File: config.mk
export PLATFORM = sky130hd
export DESIGN_NAME = three_axis_moving_average_top
export DESIGN_NICKNAME = d
export VERILOG_FILES = /design/src/rtl/tam_pkg.sv /design/src/rtl/tam_div.sv /design/src/rtl/tam_lane.sv /design/src/rtl/three_axis_moving_average_top.sv
export SDC_FILE = /design/constraint.sdc
export NUM_CORES = 1
export LEC_CHECK = 0
export ABC_AREA = 1
export BUFFER_PORTS_ARGS = -buffer_cell sky130_fd_sc_hd__buf_2
export CAP_MARGIN = 5
export CORE_ASPECT_RATIO = 0.6
export CORE_MARGIN = 4
export CORE_UTILIZATION = 40
export DETAILED_ROUTE_END_ITERATION = 12
export GPL_TIMING_DRIVEN = 0
export PLACE_DENSITY = 0.69
export SLEW_MARGIN = 15
export SYNTH_ARGS = -nofsm -noshare
export SYNTH_HDL_FRONTEND = slang
export SYNTH_SLANG_ARGS = --single-unit
File: constraint.sdc
create_clock -name clk -period 3.97 [get_ports clk]
set_clock_uncertainty 0.1 [all_clocks]
set_input_delay 0.5955 -clock clk [delete_from_list [all_inputs] [get_ports clk]]
set_output_delay 0.5955 -clock clk [all_outputs]
set_load 0.01 [all_outputs]
File: src/rtl/tam_pkg.sv
// Shared types and constants for the three-axis moving average block.
// Operation and axis codes, the lane control bundle. No dependencies.
package tam_pkg;

	localparam int NUM_AXES   = 3;
	localparam int DATA_W     = 16;
	// Widest ring address; a lane uses only the low bits its depth needs.
	localparam int ADDR_MAX_W = 8;

	typedef enum logic [1:0] {
		OP_SAMPLE = 2'd0,
		OP_INIT   = 2'd1,
		OP_FLUSH  = 2'd2
	} op_t;

	localparam logic [1:0] AXIS_AZ = 2'd0;
	localparam logic [1:0] AXIS_EL = 2'd1;
	localparam logic [1:0] AXIS_RL = 2'd2;

	typedef struct packed {
		logic                  rd;    // read the ring entry at addr
		logic                  push;  // replace entry at addr with a sample, update sum
		logic                  fill;  // write fill value at addr, load sum = value * N
		logic [ADDR_MAX_W-1:0] addr;
	} lane_ctl_t;

endpackage

File: src/rtl/tam_div.sv
// Divide of a signed running sum by the window length, one register stage,
// truncated toward zero (reciprocal multiply). Uses tam_pkg.
module tam_div
	import tam_pkg::*;
#(
	parameter int WINDOW = 16
) (
	input  logic                                   clk,
	input  logic signed [DATA_W+$clog2(WINDOW)-1:0] sum,
	output logic signed [DATA_W-1:0]                quo
);

	localparam int CW    = $clog2(WINDOW);
	localparam int SUM_W = DATA_W + CW;
	localparam int K     = SUM_W + CW;
	localparam int M_W   = SUM_W + 2;
	localparam int P_W   = SUM_W + M_W;
	// ceil(2^K / N) is exact for every magnitude below 2^SUM_W
	localparam logic [63:0] RECIP_FULL =
		((64'd1 << K) + 64'(WINDOW) - 64'd1) / 64'(WINDOW);
	localparam logic [M_W-1:0] RECIP = RECIP_FULL[M_W-1:0];

	logic [SUM_W-1:0]  mag;
	logic [P_W-1:0]    prod_s1;
	logic              neg_s1;
	logic [DATA_W-1:0] q_mag;

	assign mag = sum[SUM_W-1] ? (~sum + SUM_W'(1)) : sum;

	always_ff @(posedge clk) begin
		prod_s1 <= P_W'(mag) * P_W'(RECIP);
		neg_s1  <= sum[SUM_W-1];
	end

	assign q_mag = prod_s1[K+DATA_W-1:K];
	assign quo   = neg_s1 ? (~q_mag + DATA_W'(1)) : q_mag;

endmodule

File: src/rtl/tam_lane.sv
// One axis: ring store of the last N samples, running sum and divider.
// Uses tam_pkg and tam_div.
module tam_lane
	import tam_pkg::*;
#(
	parameter int WINDOW = 16
) (
	input  logic                     clk,
	input  logic                     arst_n,
	input  lane_ctl_t                ctl,
	input  logic signed [DATA_W-1:0] wdata,
	output logic signed [DATA_W-1:0] avg
);

	localparam int AW    = $clog2(WINDOW);
	localparam int SUM_W = DATA_W + AW;
	localparam logic signed [SUM_W-1:0] N_S = SUM_W'(WINDOW);

	logic        [DATA_W-1:0] ring_mem [WINDOW];
	logic signed [DATA_W-1:0] rd_q;
	logic signed [SUM_W-1:0]  sum_q;
	logic signed [SUM_W-1:0]  wdata_ext;
	logic signed [SUM_W-1:0]  fill_sum;
	logic [AW-1:0]            addr;

	assign addr      = ctl.addr[AW-1:0];
	assign wdata_ext = SUM_W'(wdata);
	assign fill_sum  = wdata_ext * N_S;

	always_ff @(posedge clk) begin
		if (ctl.push || ctl.fill) begin
			ring_mem[addr] <= wdata;
		end
		if (ctl.rd) begin
			rd_q <= ring_mem[addr];
		end
	end

	always_ff @(posedge clk or negedge arst_n) begin
		if (!arst_n) begin
			sum_q <= '0;
		end else if (ctl.fill) begin
			sum_q <= fill_sum;
		end else if (ctl.push) begin
			// rd_q holds the entry being replaced
			sum_q <= sum_q - SUM_W'(rd_q) + wdata_ext;
		end
	end

	tam_div #(
		.WINDOW(WINDOW)
	) u_div (
		.clk(clk),
		.sum(sum_q),
		.quo(avg)
	);

endmodule

File: src/rtl/three_axis_moving_average_top.sv
// Three-axis boxcar moving average: control sequencer, three lanes, result register.
// Uses tam_pkg and tam_lane.
//
//   channel | handshake          | fields
//   --------+--------------------+---------------------------------------------------
//   in      | in_valid/in_ready  | operation, az_in, el_in, rl_in, axis_sel, flush_in
//   out     | out_valid/out_ready| az_avg, el_avg, rl_avg
//
// Sample item: accept, ring read-modify-write, multiply, result load.
// Init/flush item: accept, fill of every ring entry, multiply, result load; the fill writes one ring entry per cycle.
// Unknown operation or axis: accept, then multiply and result load with no ring access.
// After reset every ring entry is swept to zero before in_ready rises.
// A waiting result holds the block in its last step until out_ready.
module three_axis_moving_average_top
	import tam_pkg::*;
#(
	parameter int WINDOW = 16
) (
	input  logic                     clk,
	input  logic                     arst_n,
	input  logic                     in_valid,
	output logic                     in_ready,
	input  logic [1:0]               operation,
	input  logic signed [DATA_W-1:0] az_in,
	input  logic signed [DATA_W-1:0] el_in,
	input  logic signed [DATA_W-1:0] rl_in,
	input  logic [1:0]               axis_sel,
	input  logic signed [DATA_W-1:0] flush_in,
	output logic                     out_valid,
	input  logic                     out_ready,
	output logic signed [DATA_W-1:0] az_avg,
	output logic signed [DATA_W-1:0] el_avg,
	output logic signed [DATA_W-1:0] rl_avg
);

	localparam int AW = $clog2(WINDOW);
	localparam logic [AW-1:0] LAST = AW'(WINDOW - 1);

	typedef enum logic [5:0] {
		ST_CLEAR = 6'b000001,
		ST_IDLE  = 6'b000010,
		ST_UPD   = 6'b000100,
		ST_FILL  = 6'b001000,
		ST_DIV   = 6'b010000,
		ST_OUT   = 6'b100000
	} state_t;

	state_t                   state_q;
	state_t                   state_d;
	logic [AW-1:0]            pos_q;
	logic [AW-1:0]            cnt_q;
	logic [NUM_AXES-1:0]      mask_q;
	logic [NUM_AXES-1:0]      mask_d;
	logic signed [DATA_W-1:0] data_q  [NUM_AXES];
	logic signed [DATA_W-1:0] data_d  [NUM_AXES];
	lane_ctl_t                lane_ctl  [NUM_AXES];
	logic signed [DATA_W-1:0] lane_wdata [NUM_AXES];
	logic signed [DATA_W-1:0] lane_avg  [NUM_AXES];
	logic                     accept;
	logic                     out_load;
	logic                     init_d;

	assign in_ready = (state_q == ST_IDLE);
	assign accept   = in_valid && in_ready;
	assign out_load = (state_q == ST_OUT) && (!out_valid || out_ready);

	// decode of an accepted item
	always_comb begin
		state_d = ST_DIV;
		mask_d  = '0;
		init_d  = 1'b0;
		data_d[0] = az_in;
		data_d[1] = el_in;
		data_d[2] = rl_in;
		case (op_t'(operation))
			OP_SAMPLE: begin
				state_d = ST_UPD;
			end
			OP_INIT: begin
				state_d = ST_FILL;
				mask_d  = '1;
				init_d  = 1'b1;
			end
			OP_FLUSH: begin
				data_d[0] = flush_in;
				data_d[1] = flush_in;
				data_d[2] = flush_in;
				case (axis_sel)
					AXIS_AZ: begin
						state_d = ST_FILL;
						mask_d  = 3'b001;
					end
					AXIS_EL: begin
						state_d = ST_FILL;
						mask_d  = 3'b010;
					end
					AXIS_RL: begin
						state_d = ST_FILL;
						mask_d  = 3'b100;
					end
					default: begin
						state_d = ST_DIV;
					end
				endcase
			end
			default: begin
				state_d = ST_DIV;
			end
		endcase
	end

	always_ff @(posedge clk or negedge arst_n) begin
		if (!arst_n) begin
			state_q <= ST_CLEAR;
			pos_q   <= '0;
			cnt_q   <= '0;
		end else begin
			case (state_q)
				ST_CLEAR: begin
					cnt_q <= (cnt_q == LAST) ? '0 : cnt_q + AW'(1);
					if (cnt_q == LAST) begin
						state_q <= ST_IDLE;
					end
				end
				ST_IDLE: begin
					if (accept) begin
						state_q <= state_d;
						cnt_q   <= '0;
						if (init_d) begin
							pos_q <= '0;
						end
					end
				end
				ST_UPD: begin
					pos_q   <= (pos_q == LAST) ? '0 : pos_q + AW'(1);
					state_q <= ST_DIV;
				end
				ST_FILL: begin
					cnt_q <= (cnt_q == LAST) ? '0 : cnt_q + AW'(1);
					if (cnt_q == LAST) begin
						state_q <= ST_DIV;
					end
				end
				ST_DIV: begin
					state_q <= ST_OUT;
				end
				ST_OUT: begin
					if (out_load) begin
						state_q <= ST_IDLE;
					end
				end
				default: begin
					state_q <= ST_IDLE;
				end
			endcase
		end
	end

	always_ff @(posedge clk) begin
		if (accept) begin
			mask_q <= mask_d;
			for (int i = 0; i < NUM_AXES; i++) begin
				data_q[i] <= data_d[i];
			end
		end
	end

	// lane control; the reset sweep writes zero into every lane
	always_comb begin
		for (int i = 0; i < NUM_AXES; i++) begin
			lane_ctl[i].rd   = accept && (op_t'(operation) == OP_SAMPLE);
			lane_ctl[i].push = (state_q == ST_UPD);
			lane_ctl[i].fill = (state_q == ST_CLEAR) || ((state_q == ST_FILL) && mask_q[i]);
			lane_ctl[i].addr = ((state_q == ST_CLEAR) || (state_q == ST_FILL))
				? ADDR_MAX_W'(cnt_q) : ADDR_MAX_W'(pos_q);
			lane_wdata[i]    = (state_q == ST_CLEAR) ? '0 : data_q[i];
		end
	end

	for (genvar g = 0; g < NUM_AXES; g++) begin : g_lane
		tam_lane #(
			.WINDOW(WINDOW)
		) u_lane (
			.clk(clk),
			.arst_n(arst_n),
			.ctl(lane_ctl[g]),
			.wdata(lane_wdata[g]),
			.avg(lane_avg[g])
		);
	end

	// result register
	always_ff @(posedge clk or negedge arst_n) begin
		if (!arst_n) begin
			out_valid <= 1'b0;
		end else if (out_load) begin
			out_valid <= 1'b1;
		end else if (out_ready) begin
			out_valid <= 1'b0;
		end
	end

	always_ff @(posedge clk) begin
		if (out_load) begin
			az_avg <= lane_avg[0];
			el_avg <= lane_avg[1];
			rl_avg <= lane_avg[2];
		end
	end

endmodule
==> qor.txt <==
wire length per cell after detailed routing: 22.6 µm
via count: 39,100
power share of the clock group: 20.1%
die width: 463 µm
WS Path Type: reg2reg
part of the power in registers: 30.9%
DP Worst Slack: -599 ps
switch share: 45.9%
clk buf depth: 3
CTS Buf Count: 89
first drt pass iteration count: 6
VDD IR-drop max: 0.557 mV
DRC viols: 0
Slew Limit Fails: 0
Worst EP required: 4260 ps
post-synthesis async set-or-reset flop share: 7.20%
gate count after technology mapping: 5,180
Core ar.: 0.122 mm²
GRT Total Usage: 24.1%
Final Hold Viols: 0
Clock transition at path regs: 70 ps
Setup violations, final: 23
Fmax: 248 MHz
sequential share of the synthesized area: 61.2%
Synth cell types: 44
CP Capture Type: flip-flop
vias per inst: 5.48
final WL: 161,000 µm
share of layout cells above drive strength 1: 9.85%
yosys warns: 0
vias in the first global route: 35,500
violations in the final reports: negative setup slack
root buffer cell: clkbuf_16
Slew headroom: 19.2%
number of synthesized register bits: 1,041
Main synth FF type: edfxtp_1
number of synthesized flops with an enable pin: 915
status: finished with violations
unrepaired setup endpoints after global routing: yes
setup ws final: -61.0 ps
syn_area_per_cell: 9.58 µm²
CTS tree: yes
Worst Path Max Fanout: 12
worst skew pair latency: 700 ps
Sink Count: 1,041
period utilization: 102%
Yosys top cell by area: edfxtp_1
Slew @ Worst Pin: 1210 ps
net switching power: 0.0214 W
post-route antenna net violation count: 0
Worst EP arrival: 4320 ps
IO buf count: 121
initial antenna violation count: 9
initial core utilization: 40.5%
Area Overhead vs Synth: 14.2%
Synth top cells by count: nand2_1 (2,027), edfxtp_1 (915), nand3_1 (628), inv_1 (455), nor2_1 (182)
Synth top area share: 55.4%
Power Density: 823 mW/mm²
count leader, synth: nand2_1
Tmin final: 4030 ps
P_leak: 24.4 nW
largest net degree at the start of global routing: 53
Rows: 99
Logic pwr share: 49.0%
MaxCap Viol Count: 0
HPWL Detailed: 119,000 µm
Startpoint Class: flip-flop
synth top area cells: edfxtp_1 (55%), nand2_1 (15%), nand3_1 (6.3%)
synthesized area: 0.0496 mm²
Mapped Nets: 5,378
slowest stage delay, CP: 530 ps
Worst path most repeated cell: nor2_2
crit path cell chain: nor2_2 -> nand3_2 -> nor2_2 -> nor2_1 -> nand2_1 -> inv_1 -> clkbuf_1 -> nor2_2 -> buf_6
slowest stage cell, crit path: nor2_2
R2R Setup Slk: -60 ps
H-tree Lvls: 3
I/O pin count: 122
Pwr Total: 0.0466 W
GPL Wtd Cong: 0.987
Internal Power: 0.0252 W
die area: 0.130 mm²
Hold WC Path Type: in2reg
first-pass GRT wire length: 233,000 µm
total grt overflow: 0
Die Ht: 281 µm
DRT iter0 DRCs: 6,088
Nets: 5,645
[layout by cell type (no fill, tap or decap), types with 25 or more instances in the layout]
| cell | n |
|---|---|
| xor2_1 | 76 |
| nand2_1 | 2009 |
| dfrtp_1 | 74 |
| clkinv_1 | 33 |
| a21oi_1 | 91 |
| edfxtp_1 | 915 |
| xnor2_1 | 28 |
| inv_1 | 455 |
| clkbuf_1 | 112 |
| buf_2 | 232 |
| nor2_2 | 25 |
| dfxtp_1 | 51 |
| clkbuf_16 | 92 |
| fa_1 | 56 |
| nor3_1 | 28 |
| nor2_4 | 37 |
| nand3_1 | 627 |
| nor2_1 | 129 |
| o21ai_0 | 83 |
| buf_1 | 27 |
| ha_1 | 68 |
[worst paths after layout]
check / from / endpoint / cells after the start
min in group asynchronous: arst_n / g_lane[2].u_lane.sum_q[2]$_DFFE_PN0N_ / 2
worst max register to register: state_q[5]$_DFFE_PN0P_ / g_lane[2].u_lane.ring_mem[5][0]$_DFFE_PP_ / 9
worst max-delay path: state_q[5]$_DFFE_PN0P_ / g_lane[2].u_lane.ring_mem[5][0]$_DFFE_PP_ / 9
worst min-delay path: rl_in[9] / data_q[0][41]$_DFFE_PP_ / 3
worst min register to register: g_lane[1].u_lane.sum_q[19]$_DFFE_PN0P_ / g_lane[1].u_lane.u_div.neg_s1$_DFF_P_ / 0
max in group asynchronous: arst_n / state_q[0]$_DFFE_PN1P_ / 3
[sequential cells by signal, indices dropped and copies added (netlist names)]
signal / cells
data_q: 48
cnt_q: 4
g_lane.u_lane.u_div.prod_s1: 48
g_lane.u_lane.u_div.neg_s1: 3
g_lane.u_lane.rd_q: 48
out_valid: 1
az_avg: 16
el_avg: 16
state_q: 6
pos_q: 4
g_lane.u_lane.ring_mem: 768
mask_q: 3
g_lane.u_lane.sum_q: 60
rl_avg: 16
[routing by layer]
layer  up-vias  global-route usage, %  part of all wire, %
met1     18700                   38.2                   44
met2      2584                   30.6                   37
li1      17600                      -                    -
met5         -                      0                 0.16
met3       271                   8.98                   16
met4         8                   5.35                  2.4
[cell type report]
class,instances,area (µm²)
fill,11300,65700
antenna,5,12.5
timing repair buffer,176,1450
multi-input combinational,3418,16800
inverter,478,1790
tap,1616,2020
sequential,1041,30400
clock inverter,57,666
clock buffer,111,2400
buffer,243,1080
[power groups by stage]
stage / Sequential [W] / Combinational, W / Clock, W
2_1_floorplan: 0.0144 / 0.0142 / 0
3_3_place_gp: 0.0146 / 0.0213 / 0
3_5_place_dp: 0.0146 / 0.0217 / 0
4_1_cts: 0.0144 / 0.0219 / 0.00942
5_1_grt: 0.0145 / 0.0250 / 0.00987
6_report: 0.0144 / 0.0229 / 0.00935
[worst max-delay path, delay by kind of cell, from the launching register on]
| kind | cells | cell delay, ps |
|---|---|---|
| and+or+nand+nor | 6 | 2110 |
| DFF | 1 | 400 |
| buffers and inverters | 3 | 1080 |
[logic make-up after synthesis]
logic type,share of synthesized area [%]
buffers and inverters,5.75
multiplexers,0.0202
XOR/XNOR,1.84
AO/OA/AOI/OAI,3.01
adder cells (fa/ha/maj),4.04
flip-flops,61.2
AND/OR/NAND/NOR,24.1
[timing repair]
action / in CTS / in global routing
endpoints found under the setup margin: 248 / 538
hold buffers: 2 / 0
cloned: 0 / 0
buffers inserted: 5 / 17
endpoints found under the hold margin: 24 / 0
pin swaps: 7 / 17
gates resized for setup: 20 / 56
[stage by stage]
stage	cell area [µm²]	instances	hold slack [ps]	setup TNS (ps)	util, %
after floorplan	49600	5180	200	0	-
after global placement	52300	6917	250	-646480	42.7
after detailed placement	52900	6948	254	-25350	43.3
after CTS	56200	7123	2.80	-918	45.9
after global routing	56600	7142	37.6	-1100	46.3
final	56600	7145	57.1	-718	46.3
Note: power is estimated with default switching activity, not from simulation.
